## config.mk

```make
export PLATFORM = sky130hd
export DESIGN_NAME = srvc_front
export DESIGN_NICKNAME = d
export VERILOG_FILES = /design/src/design/srvc_pkg.sv /design/src/design/srvc_front.sv
export SDC_FILE = /design/constraint.sdc
export NUM_CORES = 1
export LEC_CHECK = 0
export ABC_AREA = 1
export BUFFER_PORTS_ARGS = -buffer_cell sky130_fd_sc_hd__buf_2
export CORE_MARGIN = 5
export CORE_UTILIZATION = 54
export CTS_BUF_LIST = sky130_fd_sc_hd__clkbuf_4 sky130_fd_sc_hd__clkbuf_8
export DETAILED_ROUTE_END_ITERATION = 8
export PLACE_DENSITY = 0.81
export SYNTH_ARGS = -nofsm -noshare
export SYNTH_HDL_FRONTEND = slang
export SYNTH_SLANG_ARGS = --single-unit
```

## constraint.sdc

```tcl
create_clock -name clk -period 7.5 [get_ports clk]
set_clock_uncertainty 0.05 [all_clocks]
set_input_delay 0.375 -clock clk [delete_from_list [all_inputs] [get_ports clk]]
set_output_delay 0.375 -clock clk [all_outputs]
set_load 0.02 [all_outputs]
```

## src/design/srvc_pkg.sv

```systemverilog
// Shared types and constants for the segment/rectangle visibility check unit.
// Holds the command codes, the queue item that passes from front to back and the
// back end's state type. It depends on nothing else.
package srvc_pkg;

	localparam int MAX_RECTS_DEF = 64;

	// Depth of the queue between front and back. It must be a power of two.
	localparam int QDEPTH = 2;
	localparam int QAW    = $clog2(QDEPTH);
	localparam int QCW    = $clog2(QDEPTH + 1);

	localparam int CMD_W     = 2;
	localparam int COORD_W   = 16;
	localparam int SIZE_W    = 15;
	localparam int OWNER_W   = 6;
	// Products need at most 36 bits, and their sums at most 37 bits.
	localparam int PROD_W    = 36;
	localparam int SUM_W     = 38;

	localparam logic [CMD_W-1:0] CMD_CLEAR = 2'd0;
	localparam logic [CMD_W-1:0] CMD_LOAD  = 2'd1;
	localparam logic [CMD_W-1:0] CMD_QUERY = 2'd2;

	typedef enum logic [1:0] {
		KIND_CLEAR,
		KIND_LOAD,
		KIND_QUERY
	} kind_t;

	typedef struct packed {
		kind_t                      kind;
		logic                       same_owner;
		logic signed [COORD_W-1:0]  x1;
		logic signed [COORD_W-1:0]  y1;
		logic signed [COORD_W-1:0]  x2;
		logic signed [COORD_W-1:0]  y2;
		logic signed [COORD_W-1:0]  left;
		logic signed [COORD_W-1:0]  top;
		logic [SIZE_W-1:0]          width;
		logic [SIZE_W-1:0]          height;
	} item_t;

	typedef struct packed {
		logic signed [COORD_W-1:0]  left;
		logic signed [COORD_W-1:0]  top;
		logic [SIZE_W-1:0]          width;
		logic [SIZE_W-1:0]          height;
	} rect_t;

	typedef enum logic [1:0] {
		B_IDLE,
		B_WALK,
		B_DRAIN,
		B_REPORT
	} back_state_t;

endpackage

```

## src/design/srvc_front.sv

```systemverilog
// Front end of the visibility check unit: takes input words, decodes the command
// and queues the classified item for the back end. Depends on srvc_pkg.
module srvc_front (
	input  logic                              clk,
	input  logic                              arst_n,
	input  logic                              push,
	output logic                              full,
	input  logic [srvc_pkg::CMD_W-1:0]        cmd,
	input  logic signed [srvc_pkg::COORD_W-1:0] start_x,
	input  logic signed [srvc_pkg::COORD_W-1:0] start_y,
	input  logic signed [srvc_pkg::COORD_W-1:0] end_x,
	input  logic signed [srvc_pkg::COORD_W-1:0] end_y,
	input  logic [srvc_pkg::OWNER_W-1:0]      start_owner,
	input  logic [srvc_pkg::OWNER_W-1:0]      end_owner,
	input  logic signed [srvc_pkg::COORD_W-1:0] rect_left,
	input  logic signed [srvc_pkg::COORD_W-1:0] rect_top,
	input  logic [srvc_pkg::SIZE_W-1:0]       rect_width,
	input  logic [srvc_pkg::SIZE_W-1:0]       rect_height,
	output logic                              item_valid,
	input  logic                              item_ready,
	output srvc_pkg::item_t                   item
);
	import srvc_pkg::*;

	item_t           fifo_mem [QDEPTH];
	logic [QAW-1:0]  wr_ptr_q;
	logic [QAW-1:0]  rd_ptr_q;
	logic [QCW-1:0]  cnt_q;
	item_t           new_item;
	logic            known_cmd;
	logic            enq;
	logic            deq;

	always_comb begin
		new_item.same_owner = (start_owner == end_owner);
		new_item.x1         = start_x;
		new_item.y1         = start_y;
		new_item.x2         = end_x;
		new_item.y2         = end_y;
		new_item.left       = rect_left;
		new_item.top        = rect_top;
		new_item.width      = rect_width;
		new_item.height     = rect_height;
		known_cmd           = 1'b1;
		unique case (cmd)
			CMD_CLEAR: new_item.kind = KIND_CLEAR;
			CMD_LOAD:  new_item.kind = KIND_LOAD;
			CMD_QUERY: new_item.kind = KIND_QUERY;
			default: begin
				// The spare command code is taken and dropped here.
				new_item.kind = KIND_CLEAR;
				known_cmd     = 1'b0;
			end
		endcase
	end

	assign full       = (cnt_q == QCW'(QDEPTH));
	assign enq        = push && !full && known_cmd;
	assign item_valid = (cnt_q != '0);
	assign deq        = item_valid && item_ready;
	assign item       = fifo_mem[rd_ptr_q];

	always_ff @(posedge clk) begin
		if (enq) begin
			fifo_mem[wr_ptr_q] <= new_item;
		end
	end

	always_ff @(posedge clk or negedge arst_n) begin
		if (!arst_n) begin
			wr_ptr_q <= '0;
			rd_ptr_q <= '0;
			cnt_q    <= '0;
		end else begin
			if (enq) begin
				wr_ptr_q <= wr_ptr_q + 1'b1;
			end
			if (deq) begin
				rd_ptr_q <= rd_ptr_q + 1'b1;
			end
			if (enq && !deq) begin
				cnt_q <= cnt_q + 1'b1;
			end else if (deq && !enq) begin
				cnt_q <= cnt_q - 1'b1;
			end
		end
	end

endmodule

```

---- Yosys cells after proc, flatten, opt, wreduce, memory -nomap -nowiden ----
Memories as Yosys holds them, arrays and structs flattened.
Index checks and enable logic that the tools add are counted.
operators by class
  add/subtract/negate cells ............... 4
  multiply operators ...................... 0
  divide/modulo/power cells ............... 0
  order comparisons ....................... 0
  equality and inequality tests ........... 4
  shifts and indexed selects .............. 0
  muxes and demuxes ....................... 6
  bitwise logic cells ..................... 0
  reductions and logical operators ........ 12
operator list
  kind                                                                   count
  6-bit equality test                                                    1
  1-bit logical AND                                                      5
  2-bit equality test, second input constant                             2
  2-bit 2-to-1 mux                                                       2
  2-bit one-hot mux with 2 select lines                                  1
  2-bit nonzero test                                                     2
  1-bit logical NOT                                                      3
  1-bit 2-to-1 mux                                                       3
  3-bit OR reduction                                                     1
  1-bit adder, second input constant                                     2
  2-bit by 1-bit adder with 2-bit output, second input constant          1
  2-bit by 1-bit equality test with 1-bit output, second input constant  1
  2-bit logical NOT                                                      1
  2-bit by 1-bit subtractor with 2-bit output, second input constant     1
word-level totals
  flip-flop bits (word level) ............. 4
  bits in latches ......................... 0
  memory bits (writable) .................. 258
  memory bits (read-only) ................. 0
  input bits .............................. 144
  output and inout port bits .............. 131
  word-level logic and storage cells ...... 30
  memories ................................ 1
memory list
  name      words  width  rd ports  clocked after Yosys merged registers in  write ports  RTL line          RTL
  fifo_mem  2      129    1         0                                        1            srvc_front.sv:25  item_t fifo_mem [QDEPTH];

---- Logic depth before layout (Yosys ltp) ----
  depth in word-level cells ............... 8
  depth in mapped cells ................... 9
  gate-level depth less buffers ........... 9

---- Worst setup path after synthesis ----
No wires, ideal clock.
  kind .................................... reg-to-reg
  start point ............................. register cnt_q[0]
  end point ............................... memory fifo_mem[1][0] in the netlist's numbering (enable)
  library setup time ...................... 0.620 ns
  arrival ................................. 5.991 ns
  data required time ...................... 6.830 ns
  slack ................................... 0.839 ns
  stages on the path, launching flop included .. 5
  buffers on the path ..................... 0
  period minus slack after synthesis ...... 6.661 ns
  cell sequence ........................... dfrtp_1 -> inv_1 -> nand2_1 -> nand3_1 -> nor2_1
between the ends
  longest elaborated chain between the ends .. 6
ends and longest elaborated chain
  item                                    RTL line          RTL
  start, declared                         srvc_front.sv:28  logic [QCW-1:0] cnt_q;
  start signal, assigned                  srvc_front.sv:82  cnt_q <= cnt_q + 1'b1;
  start signal, assigned                  srvc_front.sv:84  cnt_q <= cnt_q - 1'b1;
  2-bit equality test                     srvc_front.sv:57  assign full = (cnt_q == QCW'(QDEPTH));
  1-bit logical NOT                       srvc_front.sv:58  assign enq = push && !full && known_cmd;
  1-bit logical AND (2 in a row)          srvc_front.sv:58
  1-bit 2-to-1 mux                        srvc_front.sv:64  if (enq) begin
  1-bit 2-to-1 mux (not written as such)  srvc_front.sv:65  fifo_mem[wr_ptr_q] <= new_item;
  end, declared                           srvc_front.sv:25
No other way between the ends.

==> results.yml <==
timing:
  relSlewSlack: 0.282
  worst_pin_slew_ps: 1080
  finalSetupTns_ps: 0
  period_minus_slack_ps: 3130
  fmax_mhz: 319
  period_share: 0.418
  setup_violations: 0
  slew_violations: 0
  final_hold_viol_count: 0
  rsz0062_at_grt: "false"
layout:
  fin_util: 0.747
  multi_input_area_sq_um: 1640
  drive_above_1_share: 0.294
  areaGrowthSynthToFinish_pct: 37.3
  layout.nets: 1295
  layout.filler_cells: 1065
  regArea_sq_um: 7850
yosys:
  post_synth_num_cell_types: 13
  post-synth-top-count-cell: "nand2_1"
  ys_ff_latch: 262
  yosys.area.top_type: "edfxtp_1"
  synth_area_leaders: "edfxtp_1, nand2_1, buf_2"
  synth_common_cells: "nand2_1, edfxtp_1, buf_2"
  avgSynthCellArea_sq_um: 13.2
  synth_edf_count: 258
  synth_area_sq_um: 9680
  ys_seq_area_frac: 0.811
  syn_nets: 878
  synthCells: 733
  synth_top_area_share: 0.800
  synth_warnings: 0
  synth_ff_type: "edfxtp_1"
  synthArstFlopShare: 0.0153
drt:
  drc: 0
  num_vias: 6955
  ant_nets: 0
  wl_per_cell_microns: 17.0
  drt_iter0_drc: 406
  dr.pass1.iters: 5
  vias_per_cell: 4.92
  routed_wl_microns: 24100
global_route:
  antenna_found_initial: 1
  track_usage: 0.227
  grt_pass1_vias: 7045
  grt_pass1_wl_microns: 35900
  grt_max_degree: 82
  grt_remaining_overflow: 0
clock_network:
  postCtsSetupBuffers: 0
  cts_tree: "built"
  hold_buffers: 119
  cts_made_buffers: 41
  root_buffer: "clkbuf_8"
  clock_path_buffers: 3
  htree_levels: 2
  post_cts_resized: 0
  clk_latency_ps: 520
  cts.clk_slew.worst_paths_ps: 60
  cts_sinks: 262
worst_setup_path:
  end_kind: "output pin"
  path_class: "register to output pin"
  worstPathArrival_ps: 2710
  critPathLaunchType: "register"
  critical_path_peak_fanout: 67
  cp.required_ps: 7070
power:
  peakVddDrop_v: 0.000445
  p_leak_uw: 0.00582
  power_per_cell_area_nw_per_um2: 369
die:
  core-area_sq_um: 17800
  start_util: 0.544
  die_area_sq_um: 20700
  die_w_microns: 144
  core.rowCount: 49
  io_pins: 275
  die_y_microns: 144
run:
  drv_cap: 0
hold_path:
  hold_path.class: "input pin to register"
placement:
  io_buffers: 274
  gp_congestion: 0.763
  dp_hpwl_microns: 13400
status:
  status: "complete, no violations"
-- cell type report --
cell class / count / share of cell area
flip-flops and latches: 262 / 0.591
repair buffers: 402 / 0.198
multi-input cells: 425 / 0.124
clock buffers: 57 / 0.0524
well taps: 229 / 0.0216
clock inverters: 18 / 0.00763
inverters: 18 / 0.00527
diodes: 3 / 0.000565
-- per-stage QoR --
step / setup slack, ps / area (sq um) / std cells / hold slack [ps] / total power [uW]
2_1_floorplan: 839 / 9680 / 733 / 29.4 / 3140
3_3_place_gp: 4940 / 11300 / 1216 / 138 / 3670
3_5_place_dp: 4930 / 11300 / 1216 / 139 / 3710
4_1_cts: 4370 / 13300 / 1410 / 1.17 / 4900
5_1_grt: 4170 / 13300 / 1412 / 4.22 / 5170
6_report: 4370 / 13300 / 1414 / 33.6 / 4910
-- kinds of logic after synthesis --
logic type | after synthesis | synth area share
AOI/OAI and AO/OA | 1 | 0.000517
xor gates and xnor gates | 4 | 0.00362
adders and majority gates | 1 | 0.00129
buffers and inverters | 46 | 0.0211
DFF | 262 | 0.811
and+or+nand+nor | 419 | 0.163
-- flip-flops by register name (all words and copies together) (netlist names) --
signal and flops:
rd_ptr_q 1, wr_ptr_q 1, fifo_mem 258, cnt_q 2
-- routing by layer --
| layer | share of wire | up-vias | global-route usage |
|---|---|---|---|
| met5 | 0 | - | 0 |
| met4 | 0.020 | 0 | 0.0704 |
| met3 | 0.10 | 44 | 0.0642 |
| met2 | 0.52 | 359 | 0.400 |
| met1 | 0.36 | 3255 | 0.271 |
| li1 | - | 3297 | - |
-- final timing paths --
path	slack, ps	depth (start not counted)	endpoint	startpoint
worst min register to register	500	1	cnt_q[0]	cnt_q[0]
max in group asynchronous	7080	2	rd_ptr_q	arst_n
worst min-delay path	30	1	fifo_mem[0][25]	rect_width[10]
min in group asynchronous	160	2	cnt_q[0]	arst_n
worst max register to register	4890	6	fifo_mem[0][119]	cnt_q[0]
worst max-delay path	4370	5	item[55]	rd_ptr_q
-- placed cells by master, fill, tap and decap left out, types with 2 or more instances in the layout --
| cell | count |
|---|---|
| buf_2 | 274 |
| buf_4 | 8 |
| clkbuf_4 | 14 |
| clkbuf_8 | 43 |
| clkinv_1 | 13 |
| clkinv_2 | 3 |
| dfrtp_1 | 3 |
| diode_2 | 3 |
| dlygate4sd3_1 | 120 |
| edfxtp_1 | 258 |
| inv_1 | 17 |
| nand2_1 | 405 |
| nand3_1 | 2 |
| nor2_1 | 10 |
| nor2_4 | 2 |
| xnor2_1 | 2 |
| xor2_1 | 2 |
-- where the power goes --
part | internal [uW] | switching, uW | total, uW | leakage (uW)
sequential | 1920 | 64.4 | 1980 | 0.00242
clock | 635 | 521 | 1160 | 0.000420
combinational | 492 | 1280 | 1770 | 0.00298
total | 3040 | 1870 | 4910 | 0.00582
-- worst max-delay path: stages (launching register included) --
cell	delay [ps]
dfrtp_4	480
inv_4	500
buf_4	690
nand2_1	110
nand2_1	150
buf_2	190
(Power assumes the default switching activity.)
